### src/rtl/core/assert_macros.svh
// Assertion macros shared by the RTL. They compile to nothing under SYNTHESIS.
`ifndef ASSERT_MACROS_SVH
`define ASSERT_MACROS_SVH

`ifndef SYNTHESIS
`define RBJ_ASSERT(lbl, clk, rst_n, prop) \
    lbl: assert property (@(posedge clk) disable iff (!rst_n) (prop)) \
        else $error("assertion failed");
`define RBJ_ASSERT_NEXT(lbl, clk, rst_n, ante, cons) \
    lbl: assert property (@(posedge clk) disable iff (!rst_n) (ante) |=> (cons)) \
        else $error("assertion failed");
`else
`define RBJ_ASSERT(lbl, clk, rst_n, prop)
`define RBJ_ASSERT_NEXT(lbl, clk, rst_n, ante, cons)
`endif

`endif

### src/rtl/core/rbj_pkg.sv
package rbj_pkg;

    localparam int unsigned AttemptW = 16;
    localparam int unsigned DelayW   = 13;
    localparam int unsigned DivW     = 12;
    localparam int unsigned SeedW    = 64;
    localparam int unsigned CountW   = 6;

    localparam logic [SeedW-1:0] NormSeed0 = 64'h9e37_79b9_7f4a_7c15;
    localparam logic [SeedW-1:0] FastSeed0 = 64'h2545_f491_4f6c_dd1d;

    localparam logic [DelayW-1:0] DelayMax = 13'd7500;

    localparam logic ModeNormal = 1'b0;
    localparam logic ModeFast   = 1'b1;

    typedef enum logic [1:0] {
        ST_IDLE,
        ST_BUSY,
        ST_HOLD
    } rbj_state_t;

    typedef struct packed {
        logic start;
    } rbj_mod_ctl_t;

    typedef struct packed {
        logic busy;
        logic done;
    } rbj_mod_sts_t;

    function automatic logic [SeedW-1:0] xorshift64(input logic [SeedW-1:0] s);
        logic [SeedW-1:0] a;
        logic [SeedW-1:0] b;
        a = s ^ (s << 13);
        b = a ^ (a >> 7);
        return b ^ (b << 17);
    endfunction

    // Exponential base with the per-mode shift clamp and cap already applied.
    function automatic logic [DelayW-1:0] base_ms(input logic mode,
                                                  input logic [AttemptW-1:0] attempt);
        logic [DelayW-1:0] base;
        base = 13'd5000;
        if (mode == ModeNormal) begin
            case (attempt)
                16'd0:   base = 13'd100;
                16'd1:   base = 13'd200;
                16'd2:   base = 13'd400;
                16'd3:   base = 13'd800;
                16'd4:   base = 13'd1600;
                16'd5:   base = 13'd3200;
                default: base = 13'd5000;
            endcase
        end else begin
            case (attempt)
                16'd0:   base = 13'd25;
                16'd1:   base = 13'd50;
                16'd2:   base = 13'd100;
                16'd3:   base = 13'd200;
                default: base = 13'd250;
            endcase
        end
        return base;
    endfunction

endpackage

### src/rtl/core/rbj_if.sv
interface rbj_req_if;
    logic                                  valid;
    logic                                  ready;
    logic                                  req_type;
    logic [rbj_pkg::AttemptW-1:0]          attempt;

    modport source (output valid, output req_type, output attempt, input ready);
    modport sink   (input valid, input req_type, input attempt, output ready);
endinterface

interface rbj_rsp_if;
    logic                                  valid;
    logic                                  ready;
    logic [rbj_pkg::DelayW-1:0]            delay_ms;

    modport source (output valid, output delay_ms, input ready);
    modport sink   (input valid, input delay_ms, output ready);
endinterface

### src/rtl/core/rbj_mod.sv
// Restoring bit-serial remainder: one dividend bit per cycle, one compare and subtract.
module rbj_mod (
    input  logic                          clk,
    input  logic                          rst_n,
    input  rbj_pkg::rbj_mod_ctl_t         ctl,
    input  logic [rbj_pkg::SeedW-1:0]     dividend,
    input  logic [rbj_pkg::DivW-1:0]      divisor,
    output rbj_pkg::rbj_mod_sts_t         sts,
    output logic [rbj_pkg::DivW-1:0]      remainder
);

    logic [rbj_pkg::SeedW-1:0]  dvd_reg, dvd_next;
    logic [rbj_pkg::DivW-1:0]   div_reg, div_next;
    logic [rbj_pkg::DivW-1:0]   rem_reg, rem_next;
    logic [rbj_pkg::CountW-1:0] cnt_reg, cnt_next;
    logic                       busy_reg, busy_next;
    logic                       done_reg, done_next;
    logic [rbj_pkg::DivW:0]     trial;
    logic                       last;

    assign trial = {rem_reg, dvd_reg[rbj_pkg::SeedW-1]};
    assign last  = (cnt_reg == {rbj_pkg::CountW{1'b1}});

    always_comb
    begin
        dvd_next  = dvd_reg;
        div_next  = div_reg;
        rem_next  = rem_reg;
        cnt_next  = cnt_reg;
        busy_next = busy_reg;
        done_next = 1'b0;
        if (ctl.start) begin
            dvd_next  = dividend;
            div_next  = divisor;
            rem_next  = '0;
            cnt_next  = '0;
            busy_next = 1'b1;
        end else if (busy_reg) begin
            dvd_next = {dvd_reg[rbj_pkg::SeedW-2:0], 1'b0};
            if (trial >= {1'b0, div_reg}) begin
                rem_next = rbj_pkg::DivW'(trial - {1'b0, div_reg});
            end else begin
                rem_next = trial[rbj_pkg::DivW-1:0];
            end
            cnt_next = cnt_reg + 1'b1;
            if (last) begin
                busy_next = 1'b0;
                done_next = 1'b1;
            end
        end
    end

    always_ff @(posedge clk or negedge rst_n)
    begin
        if (!rst_n) begin
            busy_reg <= 1'b0;
            done_reg <= 1'b0;
            cnt_reg  <= '0;
        end else begin
            busy_reg <= busy_next;
            done_reg <= done_next;
            cnt_reg  <= cnt_next;
        end
    end

    always_ff @(posedge clk)
    begin
        dvd_reg <= dvd_next;
        div_reg <= div_next;
        rem_reg <= rem_next;
    end

    assign sts.busy  = busy_reg;
    assign sts.done  = done_reg;
    assign remainder = rem_reg;

endmodule

### src/rtl/core/retry_backoff_jitter.sv
// Retry backoff with jitter. Each request item carries a mode (0 normal, 1 fast) and an
// attempt count, and yields one delay_ms item: the clamped exponential base plus a jitter
// equal to the mode's freshly advanced xorshift64 seed modulo (base/2 + 1). After acceptance
// the remainder unit retires one of the 64 seed bits per cycle; its done flag is registered,
// and in the cycle it is seen the output register is loaded if it is free, else the item
// waits in the hold state. The request side is ready only while no item is being worked,
// so a new item is not accepted until the last one's result is in the output register. A finished
// result waits in the output register, and a new request may be accepted while it waits.
`include "assert_macros.svh"

module retry_backoff_jitter (
    input  logic        clk,
    input  logic        rst_n,
    rbj_req_if.sink     req,
    rbj_rsp_if.source   rsp
);

    rbj_pkg::rbj_state_t          state_reg, state_next;
    logic [rbj_pkg::SeedW-1:0]    seed0_reg, seed0_next;
    logic [rbj_pkg::SeedW-1:0]    seed1_reg, seed1_next;
    logic [rbj_pkg::DelayW-1:0]   base_reg, base_next;
    logic [rbj_pkg::DelayW-1:0]   delay_reg, delay_next;
    logic                         out_valid_reg, out_valid_next;

    logic                         accept;
    logic                         out_free;
    logic                         load;
    logic [rbj_pkg::SeedW-1:0]    seed_cur;
    logic [rbj_pkg::SeedW-1:0]    seed_adv;
    logic [rbj_pkg::DelayW-1:0]   base_in;
    logic [rbj_pkg::DivW-1:0]     divisor;

    rbj_pkg::rbj_mod_ctl_t        mod_ctl;
    rbj_pkg::rbj_mod_sts_t        mod_sts;
    logic [rbj_pkg::DivW-1:0]     mod_rem;

    assign accept   = req.valid && req.ready;
    assign out_free = !out_valid_reg || rsp.ready;

    // A zero seed only occurs before a mode's first request.
    always_comb
    begin
        if (req.req_type == rbj_pkg::ModeFast) begin
            seed_cur = (seed1_reg == '0) ? rbj_pkg::FastSeed0 : seed1_reg;
        end else begin
            seed_cur = (seed0_reg == '0) ? rbj_pkg::NormSeed0 : seed0_reg;
        end
    end

    assign seed_adv = rbj_pkg::xorshift64(seed_cur);
    assign base_in  = rbj_pkg::base_ms(req.req_type, req.attempt);
    assign divisor  = base_in[rbj_pkg::DelayW-1:1] + 1'b1;

    assign mod_ctl.start = accept;

    rbj_mod u_mod (
        .clk       (clk),
        .rst_n     (rst_n),
        .ctl       (mod_ctl),
        .dividend  (seed_adv),
        .divisor   (divisor),
        .sts       (mod_sts),
        .remainder (mod_rem)
    );

    always_comb
    begin
        state_next     = state_reg;
        load           = 1'b0;
        seed0_next     = seed0_reg;
        seed1_next     = seed1_reg;
        base_next      = base_reg;
        req.ready      = 1'b0;
        unique case (state_reg)
            rbj_pkg::ST_IDLE:
            begin
                req.ready = 1'b1;
                if (req.valid) begin
                    base_next = base_in;
                    if (req.req_type == rbj_pkg::ModeFast) begin
                        seed1_next = seed_adv;
                    end else begin
                        seed0_next = seed_adv;
                    end
                    state_next = rbj_pkg::ST_BUSY;
                end
            end
            rbj_pkg::ST_BUSY:
            begin
                if (mod_sts.done) begin
                    if (out_free) begin
                        load       = 1'b1;
                        state_next = rbj_pkg::ST_IDLE;
                    end else begin
                        state_next = rbj_pkg::ST_HOLD;
                    end
                end
            end
            rbj_pkg::ST_HOLD:
            begin
                if (out_free) begin
                    load       = 1'b1;
                    state_next = rbj_pkg::ST_IDLE;
                end
            end
            default:
            begin
                state_next = rbj_pkg::ST_IDLE;
            end
        endcase
    end

    always_comb
    begin
        delay_next     = delay_reg;
        out_valid_next = out_valid_reg;
        if (load) begin
            delay_next     = base_reg + {1'b0, mod_rem};
            out_valid_next = 1'b1;
        end else if (rsp.ready) begin
            out_valid_next = 1'b0;
        end
    end

    always_ff @(posedge clk or negedge rst_n)
    begin
        if (!rst_n) begin
            state_reg     <= rbj_pkg::ST_IDLE;
            seed0_reg     <= '0;
            seed1_reg     <= '0;
            out_valid_reg <= 1'b0;
        end else begin
            state_reg     <= state_next;
            seed0_reg     <= seed0_next;
            seed1_reg     <= seed1_next;
            out_valid_reg <= out_valid_next;
        end
    end

    always_ff @(posedge clk)
    begin
        base_reg  <= base_next;
        delay_reg <= delay_next;
    end

    assign rsp.valid    = out_valid_reg;
    assign rsp.delay_ms = delay_reg;

    `RBJ_ASSERT(a_ready_unit_idle, clk, rst_n, !req.ready || !mod_sts.busy)
    `RBJ_ASSERT_NEXT(a_accept_starts, clk, rst_n, accept, mod_sts.busy)
    `RBJ_ASSERT(a_done_in_busy, clk, rst_n, !mod_sts.done || state_reg == rbj_pkg::ST_BUSY)
    `RBJ_ASSERT(a_rem_bound, clk, rst_n, !mod_sts.done || mod_rem <= rbj_pkg::DivW'(base_reg >> 1))
    `RBJ_ASSERT(a_delay_range, clk, rst_n, !rsp.valid || rsp.delay_ms <= rbj_pkg::DelayMax)

endmodule

### src/flat_wrapper.sv
// flat-port wrapper written by rule: the top's interface ports become plain ports
module retry_backoff_jitter_flat 
  (clk, rst_n, req_valid, req_req_type, req_attempt, req_ready, rsp_valid, rsp_delay_ms, rsp_ready);
  rbj_req_if req_i ();
  rbj_rsp_if rsp_i ();
  input  logic clk;
  input  logic rst_n;
  input wire logic [$bits(req_i.valid)-1:0] req_valid;
  input wire logic [$bits(req_i.req_type)-1:0] req_req_type;
  input wire logic [$bits(req_i.attempt)-1:0] req_attempt;
  output wire logic [$bits(req_i.ready)-1:0] req_ready;
  output wire logic [$bits(rsp_i.valid)-1:0] rsp_valid;
  output wire logic [$bits(rsp_i.delay_ms)-1:0] rsp_delay_ms;
  input wire logic [$bits(rsp_i.ready)-1:0] rsp_ready;
  assign req_i.valid = req_valid;
  assign req_i.req_type = req_req_type;
  assign req_i.attempt = req_attempt;
  assign req_ready = req_i.ready;
  assign rsp_valid = rsp_i.valid;
  assign rsp_delay_ms = rsp_i.delay_ms;
  assign rsp_i.ready = rsp_ready;
  retry_backoff_jitter u_core (.clk(clk), .rst_n(rst_n), .req(req_i), .rsp(rsp_i));
endmodule
### config.mk
export PLATFORM = sky130hd
export DESIGN_NAME = retry_backoff_jitter_flat
export DESIGN_NICKNAME = d
export VERILOG_FILES = /design/src/rtl/core/rbj_pkg.sv /design/src/rtl/core/rbj_if.sv /design/src/rtl/core/rbj_mod.sv /design/src/rtl/core/retry_backoff_jitter.sv /design/src/flat_wrapper.sv
export VERILOG_INCLUDE_DIRS = /design/src /design/src/rtl/core
export SDC_FILE = /design/constraint.sdc
export NUM_CORES = 1
export LEC_CHECK = 0
export ABC_CLOCK_PERIOD_IN_PS = 3650
export BUFFER_PORTS_ARGS = -buffer_cell sky130_fd_sc_hd__buf_4
export CORE_MARGIN = 1.5
export CORE_UTILIZATION = 40
export DETAILED_ROUTE_END_ITERATION = 10
export HOLD_SLACK_MARGIN = 0.08
export PLACE_DENSITY = 0.68
export SLEW_MARGIN = 20
export SYNTH_ARGS = -nofsm -noshare
export SYNTH_HDL_FRONTEND = slang
export SYNTH_HIERARCHICAL = 1
export SYNTH_SLANG_ARGS = --single-unit
### constraint.sdc
create_clock -name clk -period 3.65 [get_ports clk]
set_input_delay 0.1825 -clock clk [delete_from_list [all_inputs] [get_ports clk]]
set_output_delay 0.1825 -clock clk [all_outputs]
set_load 0.02 [all_outputs]
After elaboration in Yosys (flattened, before gate mapping):

Cells that the tools add are included.

* add/subtract/negate cells: 4
* $lt $le $gt $ge: 1
* equal/unequal tests: 11
* mux-type cells: 28
* bitwise gates (word level): 4
* reduce and logical (&&, ||, !) cells: 13

Operators with widths (number)
* $mux 64: 5
* $logic_not 64->1: 2
* $xor 64x64->64: 2
* $pmux 13 s6: 1
* $xor 64x57->64: 1
* $eq 16x2->1 const B: 2
* $eq 16x3->1 const B: 2
* $pmux 8 s4: 1
* $eq 16x1->1 const B: 1
* $logic_not 16->1: 1
* $add 13x12->13: 1
* $ge 13x12->1: 1
* $mux 13: 1
* $add 12x1->12 const B: 1
* $mux 12: 1
* $mux 6: 2
* $sub 12x12->12: 1
* $mux 1: 11
* $reduce_and 3->1: 3
* $mux 2: 4
* $add 6x1->6 const B: 1
* $eq 6x6->1 const B: 1
* $pmux 2 s3: 1
* $ne 2x2->1 const B: 2
* 11 further kinds: 12

* register bits: 253
* input bits: 21
* output and inout bits: 15
* word-level logic and storage cells: 73

Logic depth before layout (Yosys ltp):

Gate-level depths: netlist (run 1).

* depth after elaboration: 7
* gate-level depth with buffers: 13
* depth with buffers taken out: 11

Cells and area by module:

Netlist (run 1), hierarchy kept.

By module, submodules not included
* retry_backoff_jitter: times used 1, cells an instance 1247, area each 10719.0 µm², seq. area each 4058.9 µm²
* rbj_mod: times used 1, cells an instance 330, area each 4564.4 µm², seq. area each 2722.6 µm²

Worst setup path after synthesis (run 1):

No wires, ideal clock.

* kind: flip-flop to flip-flop
* start point: register u_core.state_reg[0]
* end point: register u_core/u_mod/dvd_reg[0] in the netlist's numbering (enable)
* library setup time: 418 ps
* arrival: 3659 ps
* data required time: 3232 ps
* setup slack: -427 ps
* stages on the path, launching flop included: 10
* path buffers: 3
* period minus slack after synthesis: 4077 ps
* cells stage by stage: dfrtp_1 -> inv_1 -> ha_1 -> nand2_1 -> inv_1 -> clkbuf_1 -> clkbuf_1 -> buf_1 -> nor2_1 -> inv_1

* word-level cells in the longest chain between the ends: 4

Ends and longest elaborated chain
* start: declaration: line retry_backoff_jitter.sv:18 `rbj_pkg::rbj_state_t state_reg, state_next;`
* start signal: assignment: line retry_backoff_jitter.sv:128 `state_reg <= rbj_pkg::ST_IDLE;`
* start signal: assignment: line retry_backoff_jitter.sv:133 `state_reg <= state_next;`
* $logic_not 2->1: line retry_backoff_jitter.sv:74 `unique case (state_reg)`
* $mux 1: line retry_backoff_jitter.sv:74
* net req_ready: line flat_wrapper.sv:11 `output wire logic [$bits(req_i.ready)-1:0] req_ready;`
* $logic_and 1x1->1: line retry_backoff_jitter.sv:37 `assign accept = req.valid && req.ready;`
* net u_core.accept: line retry_backoff_jitter.sv:25 `logic accept;`
* $reduce_bool 2->1 (no source line)
* end signal: assignment: line rbj_mod.sv:68 `dvd_reg <= dvd_next;`
* end: declaration: line rbj_mod.sv:12 `logic [rbj_pkg::SeedW-1:0] dvd_reg, dvd_next;`

The timed path passes the listed nets, and every way through them passes these cells.
A chain may end at the register's enable or synchronous reset.

Worst setup path in the final report (run 1):

* start point: register u_core/seed0_reg[3] in the netlist's numbering
* end point: register u_core/u_mod/dvd_reg[46] in the netlist's numbering, data pin

* word-level cells in the longest chain between the ends: 7

Ends and longest elaborated chain
* start: declaration: line retry_backoff_jitter.sv:19 `logic [rbj_pkg::SeedW-1:0] seed0_reg, seed0_next;`
* start signal: assignment: line retry_backoff_jitter.sv:134 `seed0_reg <= seed0_next;`
* $logic_not 64->1: line retry_backoff_jitter.sv:46 `seed_cur = (seed0_reg == '0) ? rbj_pkg::NormSeed0 : seed0_reg;`
* $mux 64: line retry_backoff_jitter.sv:46
* $mux 64: line retry_backoff_jitter.sv:43 `if (req.req_type == rbj_pkg::ModeFast) begin`
* $xor 64x64->64: line rbj_pkg.sv:35 `a = s ^ (s << 13);`
* $xor 64x57->64: line rbj_pkg.sv:36 `b = a ^ (a >> 7);`
* $xor 64x64->64: line rbj_pkg.sv:37 `return b ^ (b << 17);`
* net u_core.seed_adv, one bit: line retry_backoff_jitter.sv:29 `logic [rbj_pkg::SeedW-1:0] seed_adv;`
* $mux 64: line rbj_mod.sv:32 `if (ctl.start) begin`
* net u_core.u_mod.dvd_next, one bit: line rbj_mod.sv:12

The timed path passes the listed nets, and every way through them passes these cells.

==> impl_metrics.csv, run 1 <==
group,metric,value,unit
run_status,outcome,"finished, violations left",
run_status,violations,"setup timing",
worst_setup_path,crit_path_start_kind,"register",
worst_setup_path,crit_path_end_kind,"register",
worst_setup_path,worstPathRequired,3.96,ns
floorplan,floorplan.rows,71,
worst_setup_path,arrival,4.01,ns
placed_design,place_congestion,1.01,
detailed_routing,firstDrtPassIters,5,
worst_setup_path,critical_path_class,"reg2reg",
worst_setup_path,crit_path_end,"u_core/u_mod/dvd_reg[46]",
detailed_routing,drc,0,
sta,setup_ws,-0.0531,ns
detailed_routing,drt-vias-per-instance,5.69,
sta,fmax,270,MHz
detailed_routing,ant_nets,0,
power,ir_drop,542,µV
finish,layout-drive-gt1-share,26.4,%
clock_network,clkTransAtPathRegs,0.07,ns
min_path,hold_class,"in2async",
sta,skew,0.0206,ns
clock_network,worst_skew_pair.late_latency,0.55,ns
synthesis,syn_inst,1576,
floorplan,io_pins,36,
placed_design,dp_hpwl,36.2,mm
global_routing,grt_remaining_overflow,0,
sta,tightest_slew,1.12,ns
global_routing,grt_pass1_vias,12700,
detailed_routing,maxUsedRoutingLayer,"met4",
finish,antenna_cells,0,
synthesis,syn_area_per_cell,9.69,µm²
placed_design,io_buffers,35,
floorplan,coreArea,37700,µm²
floorplan,die_h,198,µm
finish,nets,1854,
clock_network,cts_made_buffers,28,
finish,syn_to_final_growth,25.2,%
sta,rsz0062_at_grt,"yes",
sta,final.setup.tns,-0.115,ns
worst_setup_path,reg2reg_depth,11,
sta,slew_violations,0,
detailed_routing,wl,48.8,mm
detailed_routing,wl_met1,20.6,mm
sta,slew_headroom,24.0,%
floorplan,dieArea,39400,µm²
synthesis,yosysWarnings,6,
detailed_routing,first_iter_violations,1490,
global_routing,grt_max_degree,121,
power,p_per_area,1140,nW/µm²
worst_setup_path,critical_path.startpoint,"u_core/seed0_reg[3]",
detailed_routing,wl_met3,4.68,mm
synthesis,synth_nets,1628,
sta,setup_viol,3,
clock_network,cts_max_path_buffers,3,
global_routing,grt_pass1_wl,73.7,mm
clock_network,tritoncts,"built",
power,p_total,21.8,mW
sta,hold_ws,0.296,ns
finish,fin_cells,2335,
worst_setup_path,path_cells,"nor4_1, nand4_1, or4_4, buf_12, buf_4, a31oi_1, mux2i_2, and3_1, a211oi_2, nor2_1, mux2_2",
sta,fin_crit,3.70,ns
power,power.leakage,8.41,nW
sta,hold_violations,0,
worst_setup_path,cp_max_fo,6,
detailed_routing,num_vias,13300,
sta,fin_crit_sh,101,%
synthesis,syn_area,15300,µm²
detailed_routing,dr_wl_met2,21.3,mm
worst_setup_path,r2r_start,"u_core/seed0_reg[3]",
worst_setup_path,crit_family,"simple AND/OR/NAND/NOR gates",
worst_setup_path,cp_num_buf_inv,2,
detailed_routing,post_drt_wl_per_cell,20.9,µm
floorplan,start_util,40.6,%
floorplan,die_width,198,µm
global_routing,grtUsageTotal,24.8,%
clock_network,h-tree-depth,1,
placed_design,place_ws,-0.362,ns
worst_setup_path,slowest_delay,0.55,ns
global_routing,antenna_found_initial,0,
run,cap_violations,0,
worst_setup_path,cp.depth,11,
clock_network,root_buffer,"clkbuf_16",
worst_setup_path,regToRegSetupSlack,-0.05,ns
placed_design,place_inst,2267,
worst_setup_path,crit_path_top_delay_cell,"nor4_1",
clock_network,clock_sinks,253,
worst_setup_path,r2r_end,"u_core/u_mod/dvd_reg[46]",
how the worst min path moves through the flow:
stage,start,to,slack (ns),cells after the start
2_1_floorplan,rst_n,u_core/rsp.valid,-0.11,0
3_3_place_gp,rst_n,u_core/seed0_reg[27],0.34,1
3_5_place_dp,rst_n,u_core/seed0_reg[27],0.34,1
4_1_cts,req_req_type,u_core/u_mod/div_reg[11],0.25,3
5_1_grt,req_req_type,u_core/u_mod/div_reg[11],0.31,3
6_report,rst_n,u_core/seed0_reg[27],0.30,2
through the flow:
| stage | instance area, µm² | utilization, % |
|---|---|---|
| 3_3_place_gp | 17700 | 47.0 |
| 5_1_grt | 19100 | 50.8 |
| 6_report | 19100 | 50.8 |
| 3_5_place_dp | 17700 | 47.0 |
| 4_1_cts | 18800 | 50.0 |
| 2_1_floorplan | 15300 | - |
worst reg2reg max path, cell delays in order, from the launching register on:
cell      delay, ns
dfrtp_1        0.46
nor4_1         0.55
nand4_1        0.29
or4_4          0.52
buf_12         0.17
buf_4          0.15
a31oi_1        0.20
mux2i_2        0.15
and3_1         0.25
a211oi_2       0.35
nor2_1         0.11
mux2_2         0.27
timing repair:
action / in CTS / in global routing
buffers inserted: 3 / 5
setup endpoints to repair: 60 / 48
endpoints found under the hold margin: 95 / 0
hold buffers: 8 / 0
resized for setup: 20 / 42
pin swaps: 2 / 13
cell type report:
cell class	instances	area (µm²)
Fill cell	3406	18500
Multi-Input combinational cell	1133	8100
Sequential cell	253	6780
Timing Repair Buffer	287	2310
Clock buffer	40	818
Tap cell	511	639
Inverter	99	378
Clock inverter	12	95.1
metal layers:
metal,track usage [%],vias up
li1,-,6061
met1,33.7,6444
met2,38.6,647
met3,5.19,138
met4,10.5,0
met5,0,-
placed cells by master, fill, tap and decap left out, types with 11 or more instances in the layout:
cell type    n
nand2b_1    27
or3_1       20
o31ai_1     22
clkbuf_16   30
nand4_1     13
o211ai_1    11
edfxtp_1   102
xor2_1      53
mux2i_1     13
ha_1        29
a21oi_1     45
xnor2_2     12
dfrtp_1    137
inv_1       95
nand2_1    194
mux2_2      67
nor2_1      93
nor4_2      11
nand3_1     12
a31oi_1     13
xnor2_1     73
nor3_1      27
o21ai_0     72
buf_4      266
nor4_1      32
o21ai_1     71
dfxtp_1     12
and3_1      15
a211oi_1    16
report_power, final:
group          total (mW)  internal, mW  switching (mW)
logic                13.5          6.57            6.94
clock network        2.82          1.63            1.19
registers            5.51          4.41            1.10
total                21.8          12.6            9.23
(Power assumes the default switching activity.)
==> run 2: changes to the inputs <==
--- a/config.mk
+++ b/config.mk
@@ -8,7 +8,7 @@
 export LEC_CHECK = 0
 export ABC_CLOCK_PERIOD_IN_PS = 3650
 export BUFFER_PORTS_ARGS = -buffer_cell sky130_fd_sc_hd__buf_4
-export CORE_MARGIN = 1.5
+export CORE_MARGIN = 2
 export CORE_UTILIZATION = 40
 export DETAILED_ROUTE_END_ITERATION = 10
 export HOLD_SLACK_MARGIN = 0.08
==> run 2 against run 1 <==
Against the previous run: fmax decreased by 0.17%; clock skew increased by 0.0053 ns; the run still ends with setup timing left; power increased by 2.3%; routed wire length increased by 3.8%.
==> impl_metrics.csv, run 2 (synthesis results as in run 1) <==
group,metric,value,unit
run_status,outcome,"finished, violations left",
run_status,violations,"setup timing",
worst_setup_path,cp_max_fo,10,
run,cap_violations,0,
sta,fin_crit_sh,102,%
finish,layout-drive-gt1-share,27.1,%
detailed_routing,wl_met3,4.93,mm
worst_setup_path,crit_path_start_kind,"register",
global_routing,grtUsageTotal,25.4,%
sta,fmax,270,MHz
clock_network,worst_skew_pair.late_latency,0.57,ns
finish,nets,1872,
global_routing,grt_pass1_vias,12700,
clock_network,cts_max_path_buffers,3,
sta,tightest_slew,1.05,ns
sta,slew_violations,0,
detailed_routing,wl,50.7,mm
worst_setup_path,crit_path_end_kind,"register",
sta,rsz0062_at_grt,"yes",
worst_setup_path,critical_path.startpoint,"u_core/seed1_reg[20]",
detailed_routing,drc,0,
placed_design,placed_area,17800,µm²
floorplan,coreArea,37700,µm²
global_routing,grt_pass1_wl,76.1,mm
detailed_routing,ant_nets,0,
worst_setup_path,r2r_start,"u_core/seed1_reg[20]",
sta,slew_headroom,29.1,%
clock_network,h-tree-depth,1,
global_routing,grt_remaining_overflow,0,
finish,mostFrequentLayoutCells,"283 x buf_4, 193 x nand2_1, 136 x dfrtp_1",
clock_network,clkTransAtPathRegs,0.06,ns
detailed_routing,firstDrtPassIters,5,
worst_setup_path,regToRegSetupSlack,-0.06,ns
clock_network,root_buffer,"clkbuf_16",
finish,syn_to_final_growth,25.9,%
detailed_routing,drt-vias-per-instance,5.67,
worst_setup_path,arrival,4.01,ns
finish,final_area,19200,µm²
sta,skew,0.0259,ns
detailed_routing,post_drt_wl_per_cell,21.5,µm
floorplan,floorplan.rows,71,
floorplan,die_h,199,µm
sta,hold_violations,0,
sta,fin_crit,3.71,ns
finish,antenna_cells,0,
detailed_routing,wl_met1,21.1,mm
detailed_routing,maxUsedRoutingLayer,"met4",
min_path,hold_class,"in2async",
placed_design,place_congestion,1.01,
power,ir_drop,451,µV
floorplan,die_width,199,µm
clock_network,cts_made_buffers,29,
placed_design,dp_hpwl,37.5,mm
floorplan,dieArea,39800,µm²
detailed_routing,dr_wl_met2,22.5,mm
power,p_per_area,1160,nW/µm²
sta,setup_viol,8,
sta,setup_ws,-0.0595,ns
detailed_routing,num_vias,13300,
clock_network,tritoncts,"built",
finish,final_common_cell,"buf_4",
power,p_total,22.3,mW
clock_network,clock_sinks,253,
worst_setup_path,worstPathRequired,3.96,ns
worst_setup_path,critical_path_class,"reg2reg",
floorplan,start_util,40.6,%
detailed_routing,first_iter_violations,1321,
global_routing,antenna_found_initial,0,
global_routing,grt_max_degree,80,
floorplan,io_pins,36,
placed_design,io_buffers,35,
power,power.leakage,8.49,nW
run 2: changes by cell type in the layout (fill, tap and decap cells not counted), sizes merged:
cell    delta
bufinv     +1
clkbuf     +3
inv        -1
buf       +17
clkinv     -2
run 2: worst paths after layout:
check	to	cells past startpoint
max	u_core/u_mod/dvd_reg[53]	14
min	u_core/seed1_reg[25]	2
max reg2reg	u_core/u_mod/dvd_reg[53]	14
min reg2reg	u_core/seed1_reg[7]	2
max in group asynchronous	u_core/seed0_reg[1]	3
min in group clk	u_core/u_mod/div_reg[11]	3
run 2: routing by layer:
| metal | GRT usage [%] | up-vias |
|---|---|---|
| met5 | 0 | - |
| met4 | 8.89 | 0 |
| met3 | 5.23 | 121 |
| met2 | 40.5 | 638 |
| met1 | 34.4 | 6467 |
| li1 | - | 6121 |
run 2: worst max-delay path: stages (launching register included):
cell and delay [ns]:
dfrtp_1 0.42, nor4_2 0.35, buf_4 0.18, nand4_1 0.17
buf_4 0.21, nor4_4 0.42, buf_6 0.21, nor4_1 0.06
a211oi_2 0.35, buf_4 0.20, xor2_1 0.18, buf_4 0.17
xnor2_1 0.18, inv_1 0.07, mux2_2 0.28
run 2: layout make-up:
class	instances	area, µm²
Clock buffer	43	880
Clock inverter	10	106
Fill cell	3477	18400
Inverter	99	378
Multi-Input combinational cell	1133	8040
Sequential cell	253	6790
Tap cell	511	639
Timing Repair Buffer	304	2410
run 2: timing repair:
action / in CTS / in global routing
pin swaps: 1 / 13
gates resized for setup: 12 / 48
hold buffers: 8 / 0
hold endpoints to repair: 80 / 0
endpoints found under the setup margin: 50 / 51
setup buffers: 1 / 6
gates cloned: 0 / 1
run 2: through the flow:
stage	util, %	std cells	worst slack (ns)	setup TNS [ns]	hold WS, ns
floorplan	-	1576	0.158	0	-0.113
global placement	47.2	2284	-0.293	-3.92	0.267
detailed placement	47.2	2284	-0.274	-3.59	0.270
CTS	50.2	2346	-0.0101	-0.0101	0.244
global route	51.1	2353	-0.104	-2.08	0.273
finish	51.1	2353	-0.0595	-0.203	0.227
run 2: report_power, final:
group          leakage [nW]  switching (mW)  internal (mW)  total (mW)
logic                  5.14            7.09           6.75        13.8
clock network         0.489            1.20           1.80        3.00
registers              2.86            1.08           4.41        5.49
total                  8.49            9.38           13.0        22.3
